**src/rtl/core/ple_pkg.sv**
```systemverilog
package ple_pkg;

  localparam logic [2:0] MODE_INSERT     = 3'd0;
  localparam logic [2:0] MODE_REM_AT     = 3'd1;
  localparam logic [2:0] MODE_RETRIEVE   = 3'd2;
  localparam logic [2:0] MODE_REM_UNIQUE = 3'd3;
  localparam logic [2:0] MODE_REM_LAST   = 3'd4;
  localparam logic [2:0] MODE_REM_ALL    = 3'd5;
  localparam logic [2:0] MODE_CLEAR      = 3'd6;

  localparam logic [2:0] ST_OK     = 3'd0;
  localparam logic [2:0] ST_RANGE  = 3'd1;
  localparam logic [2:0] ST_FULL   = 3'd2;
  localparam logic [2:0] ST_MULTI  = 3'd3;
  localparam logic [2:0] ST_ABSENT = 3'd4;

  typedef struct packed {
    logic [2:0]  mode;
    logic [4:0]  position;
    logic [15:0] value;
  } cmd_t;

  typedef struct packed {
    logic [2:0]  status;
    logic [15:0] value_out;
    logic [4:0]  length;
    logic [4:0]  removed;
  } rsp_t;

endpackage

```
**src/rtl/core/ple_ram.sv**
```systemverilog
module ple_ram #(
  parameter int WIDTH = 16,
  parameter int DEPTH = 16
) (
  input  logic                     clk,
  input  logic                     we,
  input  logic [$clog2(DEPTH)-1:0] waddr,
  input  logic [WIDTH-1:0]         wdata,
  input  logic [$clog2(DEPTH)-1:0] raddr,
  output logic [WIDTH-1:0]         rdata
);

  logic [WIDTH-1:0] mem [DEPTH];

  always_ff @(posedge clk) begin
    if (we) begin
      mem[waddr] <= wdata;
    end
    rdata <= mem[raddr];
  end

endmodule

```
**src/rtl/core/positional_list_engine.sv**
```systemverilog
// Clear, unused mode, range/overflow errors and value commands on an empty list answer
// straight from idle; the result is registered at the accept edge. Insert, remove at, retrieve
// and value removal walk the RAM in busy phases, with one RAM read and one write per cycle.
// Busy drops as the result shows; the next transaction is taken at the edge that ends it.
// Sync reset empties the list (length 0); storage is not cleared. The receiver cannot stall.
module positional_list_engine import ple_pkg::*; #(
  parameter int CAPACITY    = 16,
  parameter int VALUE_WIDTH = 16
) (
  input  logic clk,
  input  logic rst,
  input  logic start,
  output logic busy,
  input  cmd_t cmd,
  output logic done,
  output rsp_t result
);

  localparam int CW = $clog2(CAPACITY + 1);
  localparam int IW = $clog2(CAPACITY);
  localparam int PW = (CW > 5) ? CW : 5;

  localparam logic [1:0] PH_IDLE = 2'd0;
  localparam logic [1:0] PH_INS  = 2'd1;
  localparam logic [1:0] PH_TAKE = 2'd2;
  localparam logic [1:0] PH_SCAN = 2'd3;

  logic [1:0]             phase;
  logic [2:0]             mode_r;
  logic [IW-1:0]          pos_r;
  logic [VALUE_WIDTH-1:0] val_r;
  logic [CW-1:0]          count;
  logic [IW-1:0]          rd_ptr;
  logic [CW-1:0]          rem;
  logic                   pend;
  logic [IW-1:0]          pend_ptr;
  logic [IW-1:0]          base;
  logic [CW-1:0]          widx;
  logic [CW-1:0]          gone;
  logic [1:0]             hits;
  logic [IW-1:0]          last;
  logic [15:0]            vout;

  logic                   ram_we;
  logic [IW-1:0]          ram_waddr;
  logic [VALUE_WIDTH-1:0] ram_wdata;
  logic [VALUE_WIDTH-1:0] rdata;
  logic                   match;
  logic                   loop_end;

  logic [PW-1:0]          pos_w;
  logic [PW-1:0]          cnt_w;
  logic [IW-1:0]          pos_i;
  logic [CW-1:0]          pos_c;

  function automatic rsp_t mk_rsp(input logic [2:0] st, input logic [15:0] v,
                                  input logic [CW-1:0] len, input logic [CW-1:0] gn);
    rsp_t r;
    r.status    = st;
    r.value_out = v;
    r.length    = 5'(len);
    r.removed   = 5'(gn);
    return r;
  endfunction

  ple_ram #(.WIDTH(VALUE_WIDTH), .DEPTH(CAPACITY)) u_ram (
    .clk   (clk),
    .we    (ram_we),
    .waddr (ram_waddr),
    .wdata (ram_wdata),
    .raddr (rd_ptr),
    .rdata (rdata)
  );

  assign busy     = (phase != PH_IDLE);
  assign match    = (rdata == val_r);
  assign loop_end = !pend && (rem == '0);
  assign pos_w    = PW'(cmd.position);
  assign cnt_w    = PW'(count);
  assign pos_i    = pos_w[IW-1:0];
  assign pos_c    = pos_w[CW-1:0];

  // RAM write port: data read last cycle shifts up on insert, down on take, or compacts.
  always_comb begin
    ram_we    = 1'b0;
    ram_waddr = pend_ptr;
    ram_wdata = rdata;
    case (phase)
      PH_INS: begin
        if (pend) begin
          ram_we    = 1'b1;
          ram_waddr = pend_ptr + IW'(1);
        end else if (rem == '0) begin
          ram_we    = 1'b1;
          ram_waddr = pos_r;
          ram_wdata = val_r;
        end
      end
      PH_TAKE: begin
        if (pend && (pend_ptr != base)) begin
          ram_we    = 1'b1;
          ram_waddr = pend_ptr - IW'(1);
        end
      end
      PH_SCAN: begin
        // remove-all compaction keeps non-matching entries
        if (pend && (mode_r == MODE_REM_ALL) && !match) begin
          ram_we    = 1'b1;
          ram_waddr = widx[IW-1:0];
        end
      end
      default: ;
    endcase
  end

  always_ff @(posedge clk) begin
    if (rst) begin
      phase <= PH_IDLE;
      done  <= 1'b0;
      count <= '0;
      pend  <= 1'b0;
    end else begin
      done <= 1'b0;

      // read issue, one entry per cycle while reads remain
      if (phase != PH_IDLE) begin
        if (rem != '0) begin
          rem      <= rem - CW'(1);
          pend     <= 1'b1;
          pend_ptr <= rd_ptr;
          rd_ptr   <= (phase == PH_INS) ? rd_ptr - IW'(1) : rd_ptr + IW'(1);
        end else begin
          pend <= 1'b0;
        end
      end

      case (phase)
        PH_IDLE: begin
          if (start) begin
            mode_r <= cmd.mode;
            pos_r  <= pos_i;
            val_r  <= VALUE_WIDTH'(cmd.value);
            gone   <= '0;
            vout   <= '0;
            hits   <= '0;
            widx   <= '0;
            pend   <= 1'b0;
            case (cmd.mode)
              MODE_INSERT: begin
                if (pos_w > cnt_w) begin
                  done   <= 1'b1;
                  result <= mk_rsp(ST_RANGE, '0, count, '0);
                end else if (count == CW'(CAPACITY)) begin
                  done   <= 1'b1;
                  result <= mk_rsp(ST_FULL, '0, count, '0);
                end else begin
                  phase  <= PH_INS;
                  rd_ptr <= IW'(count - CW'(1));
                  rem    <= count - pos_c;
                end
              end
              MODE_REM_AT, MODE_RETRIEVE: begin
                if (pos_w >= cnt_w) begin
                  done   <= 1'b1;
                  result <= mk_rsp(ST_RANGE, '0, count, '0);
                end else begin
                  phase  <= PH_TAKE;
                  rd_ptr <= pos_i;
                  base   <= pos_i;
                  rem    <= (cmd.mode == MODE_RETRIEVE) ? CW'(1) : count - pos_c;
                end
              end
              MODE_REM_UNIQUE, MODE_REM_LAST, MODE_REM_ALL: begin
                if (count == '0) begin
                  done   <= 1'b1;
                  result <= mk_rsp((cmd.mode == MODE_REM_ALL) ? ST_OK : ST_ABSENT,
                                   '0, count, '0);
                end else begin
                  phase  <= PH_SCAN;
                  rd_ptr <= '0;
                  rem    <= count;
                end
              end
              MODE_CLEAR: begin
                done   <= 1'b1;
                result <= mk_rsp(ST_OK, '0, '0, count);
                count  <= '0;
              end
              default: begin
                done   <= 1'b1;
                result <= mk_rsp(ST_RANGE, '0, count, '0);
              end
            endcase
          end
        end

        PH_INS: begin
          if (loop_end) begin
            count  <= count + CW'(1);
            done   <= 1'b1;
            result <= mk_rsp(ST_OK, '0, count + CW'(1), '0);
            phase  <= PH_IDLE;
          end
        end

        PH_TAKE: begin
          if (pend && (pend_ptr == base)) begin
            vout <= 16'(rdata);
          end
          if (loop_end) begin
            done  <= 1'b1;
            phase <= PH_IDLE;
            if (mode_r == MODE_RETRIEVE) begin
              result <= mk_rsp(ST_OK, vout, count, '0);
            end else begin
              count  <= count - CW'(1);
              result <= mk_rsp(ST_OK, vout, count - CW'(1), CW'(1));
            end
          end
        end

        PH_SCAN: begin
          if (pend) begin
            if (match) begin
              hits <= (hits == 2'd0) ? 2'd1 : 2'd2;
              last <= pend_ptr;
              gone <= gone + CW'(1);
            end else begin
              widx <= widx + CW'(1);
            end
          end
          if (loop_end) begin
            if (mode_r == MODE_REM_ALL) begin
              count  <= widx;
              done   <= 1'b1;
              result <= mk_rsp(ST_OK, (gone != '0) ? 16'(val_r) : 16'd0, widx, gone);
              phase  <= PH_IDLE;
            end else if ((mode_r == MODE_REM_UNIQUE) && (hits == 2'd2)) begin
              done   <= 1'b1;
              result <= mk_rsp(ST_MULTI, '0, count, '0);
              phase  <= PH_IDLE;
            end else if (hits == 2'd0) begin
              done   <= 1'b1;
              result <= mk_rsp(ST_ABSENT, '0, count, '0);
              phase  <= PH_IDLE;
            end else begin
              // close the gap at the chosen match
              phase  <= PH_TAKE;
              rd_ptr <= last;
              base   <= last;
              rem    <= count - CW'(last);
            end
          end
        end

        default: phase <= PH_IDLE;
      endcase
    end
  end

endmodule

```
**config.mk**
```make
export PLATFORM = sky130hd
export DESIGN_NAME = positional_list_engine
export DESIGN_NICKNAME = d
export VERILOG_FILES = /design/src/rtl/core/ple_pkg.sv /design/src/rtl/core/ple_ram.sv /design/src/rtl/core/positional_list_engine.sv
export SDC_FILE = /design/constraint.sdc
export NUM_CORES = 1
export LEC_CHECK = 0
export BUFFER_PORTS_ARGS = -buffer_cell sky130_fd_sc_hd__buf_2
export CORE_MARGIN = 5
export CORE_UTILIZATION = 25
export CTS_CLUSTER_DIAMETER = 100
export DETAILED_ROUTE_END_ITERATION = 6
export PLACE_DENSITY = 0.41
export SLEW_MARGIN = 15
export SYNTH_ARGS = -nofsm -noshare
export SYNTH_HDL_FRONTEND = slang
export SYNTH_SLANG_ARGS = --single-unit
```
**constraint.sdc**
```tcl
create_clock -name clk -period 9.2 [get_ports clk]
set_input_delay 1.38 -clock clk [delete_from_list [all_inputs] [get_ports clk]]
set_output_delay 1.38 -clock clk [all_outputs]
set_load 0.03 [all_outputs]
```
Yosys cells after proc, flatten, opt, wreduce, memory -nomap -nowiden

Memory sizes are Yosys's and may differ from the RTL's. A register that Yosys moved wholly into a read port is not among the register bits.
Index checks and enable logic that the tools add are counted.

Flip-flop bits (word level): 110
Memories: 1
Memory bits (writable): 256
Input bits: 27

Bitwise gates (word level): 1
$add $sub $neg: 11
Mux-type cells: 118
Reductions and logical operators: 31
Order comparisons: 2
Eq/ne operators: 43

Memories:

| name      | depth | bits a word | read ports | clocked after memory_dff | write ports | line          | text |
|---|---|---|---|---|---|---|---|
| u_ram.mem | 16    | 16          | 1          | 1                        | 1           | ple_ram.sv:13 | `logic [WIDTH-1:0] mem [DEPTH];` |

Operators with widths:

| cell                | number |
|---|---|
| $mux 29             | 11 |
| $pmux 29 s4         | 2 |
| $mux 5              | 24 |
| $mux 16             | 6 |
| $mux 4              | 23 |
| $pmux 16 s2         | 1 |
| $pmux 5 s2          | 3 |
| $mux 2              | 14 |
| $ne 2x2->1 const B  | 14 |
| $pmux 4 s3          | 2 |
| $mux 1              | 20 |
| $pmux 5 s4          | 1 |
| $ne 3x3->1 const B  | 6 |
| $reduce_and 9->1    | 2 |
| $eq 16x16->1        | 1 |
| $pmux 4 s2          | 2 |
| $add 5x1->5 const B | 3 |
| $pmux 5 s3          | 1 |
| $eq 3x2->1 const B  | 4 |
| $eq 3x3->1 const B  | 4 |
| $pmux 2 s3          | 2 |
| $logic_not 5->1     | 2 |
| $mux 10             | 1 |
| $reduce_and 5->1    | 2 |
| other kinds (32)    | 55 |

Longest topological paths before layout

Gate-level depths: netlist (run 1).

Depth after elaboration: 9
Mapped depth: 12

Hierarchy

Synthesis (run 1) repeated with hierarchy kept, for this count alone.

Cells, all modules: 1099
Area total of the unflattened synthesis: 16714.8 um^2

Modules (own cells, without submodules):

| module                 | area each (um^2) | cells each | times used |
|---|---|---|---|
| ple_ram                | 10042.1          | 432        | 1 |
| positional_list_engine | 6672.6           | 667        | 1 |

Worst setup path after synthesis (run 1)

No wires, ideal clock.

Kind: input port to flip-flop
Start: input cmd[17] in the netlist's numbering
End: register result[0] in the netlist's numbering, enable pin
Arrival time: 7.578 ns
Path buffers: 0
Slack: 1.050 ns
Required time: 8.628 ns
Stages: 9
Cell sequence: inv_1 > ha_1 > nor2b_1 > o21ai_1 > a21boi_1 > o21ai_0 > a211oi_1 > or3_1 > a2111oi_0

Word-level cells in the longest chain between the ends: 3
Elaborated cells between the ends (all ways): 5
Classes of those cells: order compare (2); eq/ne (2); reduce/logical (1)

RTL lines:

| element                                                   | line                                                         | text |
|---|---|---|
| start: declaration                                        | positional_list_engine.sv:14                                 | `input cmd_t cmd,` |
| $gt 5x5->1 or $ge 5x5->1 (tied branches)                  | positional_list_engine.sv:150, positional_list_engine.sv:163 |  |
| $ne 4x4->1 (no source line) or $ne 3x3->1 (tied branches) | --                                                           |  |
| $reduce_and 9->1 (no source line) (*)                     | --                                                           |  |
| end signal: assignment                                    | positional_list_engine.sv:152                                | `result <= mk_rsp(ST_RANGE, '0, count, '0);` |
| end signal: assignment                                    | positional_list_engine.sv:155                                | `result <= mk_rsp(ST_FULL, '0, count, '0);` |
| end signal: assignment                                    | positional_list_engine.sv:165                                | `result <= mk_rsp(ST_RANGE, '0, count, '0);` |
| end: declaration                                          | positional_list_engine.sv:16                                 | `output rsp_t result` |

Mark *: on every way between the ends. The rest lies on a longest branch, timed or not.
A chain may end at the register's enable or synchronous reset.

Worst setup path after layout (run 1)

Start: register val_r[9]
End: memory u_ram.mem[9][0], enable pin

Word-level cells in the longest chain between the ends: 7
Elaborated cells between the ends (all ways): 9
Classes of those cells: eq/ne (1); mux (6); reduce/logical (2)

RTL lines:

| element                      | line                          | text |
|---|---|---|
| start: declaration           | positional_list_engine.sv:31  | `logic [VALUE_WIDTH-1:0] val_r;` |
| start signal: assignment     | positional_list_engine.sv:142 | `val_r <= VALUE_WIDTH'(cmd.value);` |
| $eq 16x16->1 (*)             | positional_list_engine.sv:76  | `assign match = (rdata == val_r);` |
| $logic_not 1->1 (*)          | positional_list_engine.sv:107 | `if (pend && (mode_r == MODE_REM_ALL) && !match) begin` |
| $logic_and 1x1->1 (*)        | positional_list_engine.sv:107 |  |
| $mux 1                       | positional_list_engine.sv:107 |  |
| $pmux 1 s3                   | positional_list_engine.sv:88  | `case (phase)` |
| $mux 1                       | ple_ram.sv:16                 | `if (we) begin` |
| $mux 1 (implied by the code) | ple_ram.sv:17                 | `mem[waddr] <= wdata;` |
| end: declaration             | ple_ram.sv:13                 |  |

Marked as above.

==> impl_results.md, run 1 <==
- Fin. max-slew vios: 0
- Worst-Skew Late Latency: 580 ps
- Synth Area in XOR/XNOR: 2.40%
- Die area: between 70000 and 80000 um2
- Root buffer cell: clkbuf_16
- Ranking of synthesized cells by area: edfxtp_1 64%, mux4_2 11%, dfxtp_1 3.0%, ha_1 1.8%, nor2_1 1.7%
- Power consumption: between 5000 and 6000 uW
- Min Hold Slack: 575 ps
- First-pass GRT wire length: 68600 um
- Vias in the first global route: around 9.8k
- Initial core utilization: around a quarter
- Final Critical Period: 4110 ps
- Quantity of I/O buffers inserted on ports: 57
- Largest family of logic cells by synthesized area: multiplexers
- Mapped Nets: 1107
- Post-Place Cell Area: approximately 18000 um2
- Die width: about 270 um
- Synth top area share: about 64%
- CTS tree: done
- DRC: 0
- RR Endpoint: u_ram.mem[9][0]
- Tightest Pin Transition: about 900 ps
- Tcrit/Tclk final: between 40% and 50%
- Worst EP required: about 9500 ps
- Hold Crit Endpoint: phase[0]
- Ant diodes: 0
- Largest net degree at the start of global routing: ~50
- FF+latch area: 11200 um2
- Worst Path Arrival: roughly 4400 ps
- Synth Area in Compound Gates: between 6 and 7%
- Final-report hold violation count: 0
- Post-CTS Setup Inserts: 0
- CP endpoint kind: flip-flop
- Multi-input logic area: approximately 5300 um2
- Register area share after synthesis: 66.8%
- EDFF count, synth: 357
- Dpl hpwl: 31100 um
- Io pins: a little under 60
- Type of the most critical hold path: reg -> reg
- Post-synth top area cell: edfxtp_1
- Simple-Gate Fraction of Synth Area: between 6 and 7%
- Average size of a mapped cell: 15.9 um2
- Unique cell type count in the Yosys netlist: about 80
- Via count: slightly below 10k
- Area grow syn2layout: 16.5%
- Startpoint type of the worst setup path: flip-flop
- Status: finished, final reports clean
- Endpoints failing setup: 0
- Post-route setup slack: just over 5000 ps
- CTS max path bufs: 3
- Critical path type: reg -> reg
- RSZ-0062 raised after global routing: false
- Adder-cell share of the synthesized area: between 2 and 2.5%
- Worst-path clk slew: 60 ps
- Fmax: 243 MHz
- Global Route Usage Sum: between 10% and 20%
- Synth Instances: around 1.1k
- Die Y-Extent: between 200 and 300 um
- Starting DRT DRC Count: approximately 720
- Worst hold path startpoint: phase[0]
- Setup TNS: 0 ps
- TritonRoute pass-1 iters: 5
- Max-cap violations: 0
- Fillers: 6676
- Clock Sinks: ~380
- Pwr dens: approximately 290 nW/um2
- Total number of yosys warnings: 0
- CTS H-tree depth: 2
- Post-CTS resize count: 0
- Max Clock Skew: ~20 ps
- Post-Syn Area: around 17000 um2
- RD Place Congestion: between 0.7 and 0.8
- Multiplexer area fraction after synthesis: 12.6%
- CTS buffer count: 43
- Post-CTS Hold Buffers: 0
- # rows: 95
- LEAKAGE: ~0.0063 uW
- Post-DRT Antenna Nets: 0
- Worst VDD drop: 0.000147 V
- Core Box Area: 66900 um2
- Worst reg2reg setup slack: roughly 5000 ps
- Reg-to-Reg Start: val_r[9]
- Async S/R FF share, synth: 0%
- Yosys reg bits: 382
- Antenna violations before repair: 2
- Total gr overflow: 0
- Dpl ws: between 4000 and 5000 ps
- Post-Layout Inst Area: 19600 um2
- Register-to-Register Path Depth: 8
- Post-DR wirelength/cell: around 23 um
- Layout cells sized above 1: between 20% and 30%
- Ys flop type: edfxtp_1
- Worst hold stages: 2
- Number of nets in the layout: about 1.2k
- CP Max Fanout: 10
- Vias per Instance: between 4 and 5
- Max-slew headroom: 38.6%
- Final WL: approximately 47000 um
[state kept, by name, summed over array words and instances, names as in the netlist, 3 cells and up]
register     count
mode_r           3
vout            16
u_ram.mem      256
base             4
val_r           16
last             4
pos_r            4
gone             5
rem              5
pend_ptr         4
u_ram.rdata     16
rd_ptr           4
result          29
cnt_w            5
widx             5
[area by class of cell]
cell class                      instances  share of cell area, %
Clock inverter                         22                  0.856
Timing Repair Buffer                   90                   2.72
Inverter                               37                  0.709
Sequential cell                       382                   57.3
Tap cell                              873                   5.58
Multi-Input combinational cell        580                   26.9
Clock buffer                           55                   5.88
[cell usage in the layout (no fill, tap or decap), drive strengths merged, types with 5 or more instances in the layout]
| master | Yosys | final |
|---|---|---|
| nand4 | 5 | 5 |
| xnor2 | 32 | 32 |
| nor2 | 78 | 78 |
| dfxtp | 25 | 25 |
| a31oi | 7 | 7 |
| edfxtp | 357 | 357 |
| a21oi | 34 | 34 |
| mux2 | 17 | 17 |
| nand2b | 6 | 6 |
| o211ai | 5 | 5 |
| and2 | 20 | 20 |
| nand3 | 17 | 17 |
| a221oi | 8 | 8 |
| clkbuf | 42 | 55 |
| nor3 | 36 | 36 |
| xor2 | 14 | 14 |
| inv | 37 | 38 |
| nand2 | 39 | 39 |
| o21ai | 31 | 31 |
| mux2i | 12 | 12 |
| buf | 12 | 90 |
| a211oi | 10 | 10 |
| o31ai | 6 | 6 |
| a22oi | 19 | 19 |
| o22ai | 5 | 5 |
| clkinv | 0 | 19 |
| mux4 | 80 | 80 |
| ha | 24 | 24 |
[cells by family (layout without fill, tap and decap cells)]
logic type | count (synthesis) | count (layout)
and+or+nand+nor | 234 | 234
AOI/OAI and AO/OA | 165 | 165
buffers and inverters | 92 | 204
adders and majority gates | 26 | 26
muxes | 109 | 109
xor gates and xnor gates | 46 | 46
DFF | 382 | 382
[layer usage]
layer | GRT usage, % | share of wire, % | up-vias | wire length (um)
li1 | - | - | 4314 | -
met1 | 17.9 | 47 | 5049 | 21700
met2 | 19.7 | 46 | 241 | 21400
met3 | 2.09 | 4.3 | 72 | 2020
met4 | 4.02 | 2.9 | 0 | 1330
met5 | 0 | 0 | - | 0
[cells in the mapped netlist, drive strengths merged, types with 4 or more instances]
library cell / count
nand4: 5
mux4: 80
o31ai: 6
edfxtp: 357
o22ai: 5
buf: 12
dfxtp: 25
a31oi: 7
a221oi: 8
inv: 37
a211oi: 10
o21ai: 31
a22oi: 19
a22o: 4
clkbuf: 42
xnor2: 32
nand2b: 6
nand2: 39
xor2: 14
o221ai: 4
nor4b: 4
mux2i: 12
and2: 20
mux2: 17
nand3: 17
or3: 4
nor2b: 4
and3: 4
nor2: 78
o211ai: 5
ha: 24
a21oi: 34
nor3: 36
[worst max-delay path, stage by stage (launching register included)]
cell      delay (ps)
edfxtp_1         420
xnor2_1          260
nand4_1          230
o41ai_1          840
nor2_1           150
o221a_2          360
or3b_4           430
nor3_2           710
buf_4            390
[per-stage QoR]
stage	util, %	std cells
2_1_floorplan	-	1054
3_3_place_gp	27.3	1962
3_5_place_dp	27.3	1962
4_1_cts	29.3	2039
5_1_grt	29.3	2039
6_report	29.3	2039
[worst max path at each step]
stage	startpoint	end	slack, ps
floorplan	cmd[17]	result[0]	1050
global placement	cmd[17]	result[17]	4820
detailed placement	cmd[17]	result[17]	4780
CTS	val_r[9]	u_ram.mem[9][3]	5030
global route	val_r[9]	u_ram.mem[6][3]	4750
finish	val_r[9]	u_ram.mem[9][0]	5090
[power breakdown]
group | switching, uW | leakage [uW] | internal [uW]
clock | 702 | 0.000647 | 915
combinational | 1110 | 0.00214 | 638
sequential | 106 | 0.00347 | 2270
Note: power is estimated with default switching activity, not from simulation.
==> run 2, diff against run 1 <==
Clock period 9.2 ns to 3.8 ns, I/O delays scaled along.
==> impl_results.md, run 2 (synthesized netlist as in run 1, its figures left out) <==
- CTS max path bufs: 3 (unchanged)
- Final Util: 29.9% (was 29.3%)
- Critical path type: reg -> reg (unchanged)
- Layout Cells excl Fill: 2062 (was 2039)
- Post-DRT Antenna Nets: 0 (unchanged)
- Io pins: 58 (unchanged)
- Leading cell type in the layout, fill and taps excluded: edfxtp_1 (unchanged)
- Setup TNS: 0 ps (unchanged)
- Tightest Pin Transition: 813 ps (was 916 ps)
- LEAKAGE: 0.00648 uW (was 0.00626 uW)
- Final WL: 46100 um (was 46500 um)
- Post-CTS Setup Inserts: 0 (unchanged)
- CTS H-tree depth: 2 (unchanged)
- Via count: 9714 (was 9676)
- RD Place Congestion: 0.818 (was 0.799)
- Dpl ws: 331 ps (was 4780 ps)
- Top sig layer: met4 (unchanged)
- Dpl hpwl: 31800 um (was 31100 um)
- Fmax: 299 MHz (was 243 MHz)
- Core Box Area: 66900 um2 (unchanged)
- Global Route Usage Sum: 12.5% (about the same)
- Vias per Instance: 4.71 (was 4.75)
- Worst-path clk slew: 60 ps (about the same)
- FF+latch area: 11200 um2 (unchanged)
- Tcrit/Tclk final: 87.9% (was 44.7%)
- Top flop regs: u_ram.mem: 256 flops, result: 29 flops (unchanged)
- Min Hold Slack: 171 ps (was 575 ps)
- Die area: 72500 um2 (unchanged)
- Worst Path Arrival: 3600 ps (was 4370 ps)
- Initial core utilization: 25.1% (unchanged)
- Worst-Skew Late Latency: 580 ps (about the same)
- Die width: 269 um (unchanged)
- CP Max Fanout: 11 (was 10)
- DP Cell Count: 1981 (was 1962)
- Area grow syn2layout: 19.2% (was 16.5%)
- Worst EP required: 4060 ps (was 9450 ps)
- Starting DRT DRC Count: 746 (was 724)
- Met2 wire len: 21200 um (was 21400 um)
- Layout cells sized above 1: 25.7% (was 24.2%)
- Max-slew headroom: 45.5% (was 38.6%)
- Root buffer cell: clkbuf_16 (unchanged)
- Post-route setup slack: 460 ps (was 5090 ps)
- Type of the most critical hold path: in -> reg (was reg -> reg)
- RSZ-0062 raised after global routing: false (unchanged)
- TritonRoute pass-1 iters: 5 (unchanged)
- Max-cap violations: 0 (unchanged)
- Max FFs per register: 256 (unchanged)
- Fillers: 6643 (was 6676)
- Number of nets in the layout: 1207 (was 1187)
- Status: finished, final reports clean (unchanged)
- DRC: 0 (unchanged)
- Max Clock Skew: 19.7 ps (was 19.6 ps)
- Vias in the first global route: 9850 (was 9796)
- CTS buffer count: 44 (was 43)
- Worst VDD drop: 0.000311 V (was 0.000147 V)
- CTS tree: done (unchanged)
- Pwr dens: 730 nW/um2 (was 293 nW/um2)
- Total gr overflow: 0 (unchanged)
- Multi-input logic area: 5290 um2 (was 5270 um2)
- Die Y-Extent: 269 um (unchanged)
- First-pass GRT wire length: 68800 um (was 68600 um)
- Fin. max-slew vios: 0 (unchanged)
- Largest Register: u_ram.mem (unchanged)
- Largest net degree at the start of global routing: 71 (was 51)
- Metal3 WL: 2240 um (was 2020 um)
- Clock Sinks: 382 (unchanged)
- Quantity of I/O buffers inserted on ports: 57 (unchanged)
- Antenna violations before repair: 1 (was 2)
- Post-CTS resize count: 0 (unchanged)
- Final Critical Period: 3340 ps (was 4110 ps)
- Post-DR wirelength/cell: 22.4 um (was 22.8 um)
- CP endpoint kind: flip-flop (unchanged)
- Final-report hold violation count: 0 (unchanged)
- Ant diodes: 0 (unchanged)
- Endpoints failing setup: 0 (unchanged)
- Most frequent cells in the layout: 357 x edfxtp_1, 80 x mux4_2, 77 x nor2_1 (unchanged)
- Post-CTS Hold Buffers: 0 (unchanged)
- Startpoint type of the worst setup path: flip-flop (unchanged)
- # rows: 95 (unchanged)
- Wl on met1: 21700 um (about the same)
-- run 2: cell count changes in the layout (fill, tap and decap cells not counted) --
cell,delta
a2111oi_2,-1
a2111oi_4,+1
buf_12,+8
buf_4,+11
bufinv_16,+6
clkbuf_1,+2
clkbuf_16,+2
clkinv_1,-3
clkinv_16,-1
clkinv_2,-3
clkinv_8,-1
inv_16,+2
-- run 2: metrics by stage --
step	power [uW]	area, um2
floorplan	8680	16800
global placement	10300	18500
detailed placement	10300	18500
CTS	14900	20000
global route	15300	20000
finish	14600	20000
-- run 2: power breakdown --
| part | total, uW | switching, uW | internal, uW |
|---|---|---|---|
| Clock | 4500 | 1770 | 2730 |
| Combinational | 4370 | 2760 | 1610 |
| Sequential | 5760 | 266 | 5500 |
-- run 2: layout make-up --
cell class | count | share of cell area, %
Timing Repair Buffer | 109 | 3.87
Clock inverter | 22 | 1.57
Inverter | 37 | 0.693
Clock buffer | 59 | 6.03
Sequential cell | 382 | 56.0
Multi-Input combinational cell | 580 | 26.4
Tap cell | 873 | 5.45
-- run 2: final timing paths --
path	start	to	slack, ps	cells after the start
setup reg to reg	rem[0]	u_ram.mem[8][4]	460	10
hold reg to reg	pend_ptr[0]	last[0]	560	0
setup / recovery	rem[0]	u_ram.mem[8][4]	460	10
hold / removal	cmd[5]	val_r[5]	170	1
-- run 2: critical path, cell delays in order, from the launching register on --
cell and delay, ps:
edfxtp_1 410, inv_1 110, ha_1 240, or4b_4 520, o311ai_4 270, a2111oi_1 140, o31ai_2 250, o31ai_1 170
or3b_4 480, nor3_2 160, buf_4 260
-- run 2: layer usage --
metal  vias up  global-route usage (%)
li1       4382                       -
met1      5011                    18.0
met2       260                    19.5
met3        61                    2.46
met4         0                    3.06
met5         -                       0
==> run 3, diff against run 2 <==
Settings changed: CORE_UTILIZATION 25 to 51, PLACE_DENSITY 0.41 to 0.7.
==> impl_results.md, run 3 (synthesized netlist as in run 1, its figures left out) <==
- TritonRoute pass-1 iters: 5 (unchanged)
- Leading cell type in the layout, fill and taps excluded: edfxtp_1 (unchanged)
- Register-to-Register Path Depth: 10 (unchanged)
- RD Place Congestion: 0.945 (was 0.818)
- Max Clock Skew: 27.7 ps (was 19.7 ps)
- Setup TNS: 0 ps (unchanged)
- CTS max path bufs: 3 (unchanged)
- Antenna violations before repair: 1 (unchanged)
- Clock Sinks: 382 (unchanged)
- Number of nets in the layout: 1206 (was 1207)
- Worst Path Arrival: 3800 ps (was 3600 ps)
- RR Endpoint: u_ram.mem[4][11] (was u_ram.mem[8][4])
- Max FFs per register: 256 (unchanged)
- Global Route Usage Sum: 21.1% (was 12.5%)
- Die Y-Extent: 192 um (was 269 um)
- Die area: 36700 um2 (was 72500 um2)
- First-pass GRT wire length: 58600 um (was 68800 um)
- Critical path type: reg -> reg (unchanged)
- Final WL: 38600 um (was 46100 um)
- CP endpoint kind: flip-flop (unchanged)
- Most frequent cells in the layout: 357 x edfxtp_1, 80 x mux4_2, 77 x nor2_1 (unchanged)
- Worst-Skew Late Latency: 530 ps (was 580 ps)
- Endpoints failing setup: 0 (unchanged)
- Largest net degree at the start of global routing: 71 (unchanged)
- Pwr dens: 714 nW/um2 (was 730 nW/um2)
- Max-slew headroom: 24.0% (was 45.5%)
- Type of the most critical hold path: in -> reg (unchanged)
- CP Capture Point: u_ram.mem[4][11] (was u_ram.mem[8][4])
- Post-CTS Hold Buffers: 0 (unchanged)
- CTS H-tree depth: 2 (unchanged)
- Post-CTS Setup Inserts: 0 (unchanged)
- Layout Cells excl Fill: 1627 (was 2062)
- Vias per Instance: 6.08 (was 4.71)
- # rows: 66 (was 95)
- RSZ-0062 raised after global routing: false (unchanged)
- Crit path from: rem[0] (unchanged)
- Reg-to-Reg Start: rem[0] (unchanged)
- Layout cells sized above 1: 25.3% (was 25.7%)
- Tcrit/Tclk final: 94.1% (was 87.9%)
- Worst-path clk slew: 60 ps (about the same)
- Tightest Pin Transition: 1140 ps (was 813 ps)
- Final Util: 59.2% (was 29.9%)
- Post-DR wirelength/cell: 23.7 um (was 22.4 um)
- Fin. max-slew vios: 0 (unchanged)
- Max-cap violations: 0 (unchanged)
- Io pins: 58 (unchanged)
- Largest Register: u_ram.mem (unchanged)
- Final Critical Period: 3570 ps (was 3340 ps)
- Vias in the first global route: 9636 (was 9850)
- Post-Place Cell Area: 17900 um2 (was 18500 um2)
- Area grow syn2layout: 14.5% (was 19.2%)
- Startpoint type of the worst setup path: flip-flop (unchanged)
- Worst EP required: 4030 ps (was 4060 ps)
- Post-Layout Inst Area: 19200 um2 (was 20000 um2)
- Dpl hpwl: 25800 um (was 31800 um)
- Status: finished, final reports clean (unchanged)
- Top flop regs: u_ram.mem: 256 flops, result: 29 flops (unchanged)
- Die width: 192 um (was 269 um)
- DP Cell Count: 1553 (was 1981)
- Post-DRT Antenna Nets: 0 (unchanged)
- Fmax: 280 MHz (was 299 MHz)
- Worst reg2reg setup slack: 230 ps (was 460 ps)
- DRC: 0 (unchanged)
- Core Box Area: 32500 um2 (was 66900 um2)
- Quantity of I/O buffers inserted on ports: 57 (unchanged)
- Post-CTS resize count: 0 (unchanged)
- Power consumption: 13700 uW (was 14600 uW)
- CP Max Fanout: 10 (was 11)
- Via count: 9897 (was 9714)
- Starting DRT DRC Count: 978 (was 746)
- LEAKAGE: 0.00638 uW (was 0.00648 uW)
- CTS tree: done (unchanged)
- Initial core utilization: 51.7% (was 25.1%)
- CTS buffer count: 40 (was 44)
- Root buffer cell: clkbuf_16 (unchanged)
- Worst VDD drop: 0.000450 V (was 0.000311 V)
- Total gr overflow: 0 (unchanged)
- Final-report hold violation count: 0 (unchanged)
==> run 3: changes by cell type in the layout (fill, tap and decap cells not counted), sizes merged <==
cell and delta:
inv -1, diode +1, clkinvlp -1, bufinv -2, clkinv +1, clkbuf -5
buf +3
==> run 3: through the flow <==
stage | setup WS [ps] | hold WS (ps)
floorplan | -26.3 | 424
finish | 226 | 224
detailed placement | 319 | 550
CTS | 283 | 210
global placement | 403 | 545
global route | 27.4 | 210
==> run 3: worst min path at each step <==
stage | startpoint | endpoint | slack [ps] | cells past startpoint
floorplan | rd_ptr[1] | pend_ptr[1] | 420 | 0
global placement | phase[0] | phase[0] | 550 | 2
CTS | cmd[8] | val_r[8] | 210 | 1
detailed placement | phase[0] | phase[0] | 550 | 2
global route | cmd[8] | val_r[8] | 210 | 1
finish | cmd[8] | val_r[8] | 220 | 1
==> run 3: where the power goes <==
group	internal (uW)	leakage, uW	switching, uW
Sequential	5490	0.00347	327
Combinational	1590	0.00227	2430
Clock	2350	0.000642	1550
Total	9440	0.00638	4300
==> run 3: critical path, cell delays in order (launching register included) <==
cell and delay (ps):
edfxtp_1 420, inv_1 110, ha_1 220, nor4b_4 520, a41oi_1 250, o31ai_1 130
a21oi_1 70, o31ai_1 640, nand3_1 370, nor3_2 270, buf_4 260
==> run 3: final cells by class <==
cell class,instances,area (um2)
clock buffers,54,1080
diodes,1,2.50
clock inverters,19,225
multi-input cells,580,5290
well taps,442,553
fillers,2439,13300
flip-flops and latches,382,11200
inverters,37,139
repair buffers,112,736
==> run 3: per-layer routing <==
metal / vias up / GRT usage [%] / part of all wire, %
met5: - / 0 / 0
met3: 67 / 3.27 / 8.2
met4: 0 / 4.75 / 1.9
met1: 4982 / 31.4 / 43
met2: 475 / 33.4 / 47
li1: 4373 / - / -
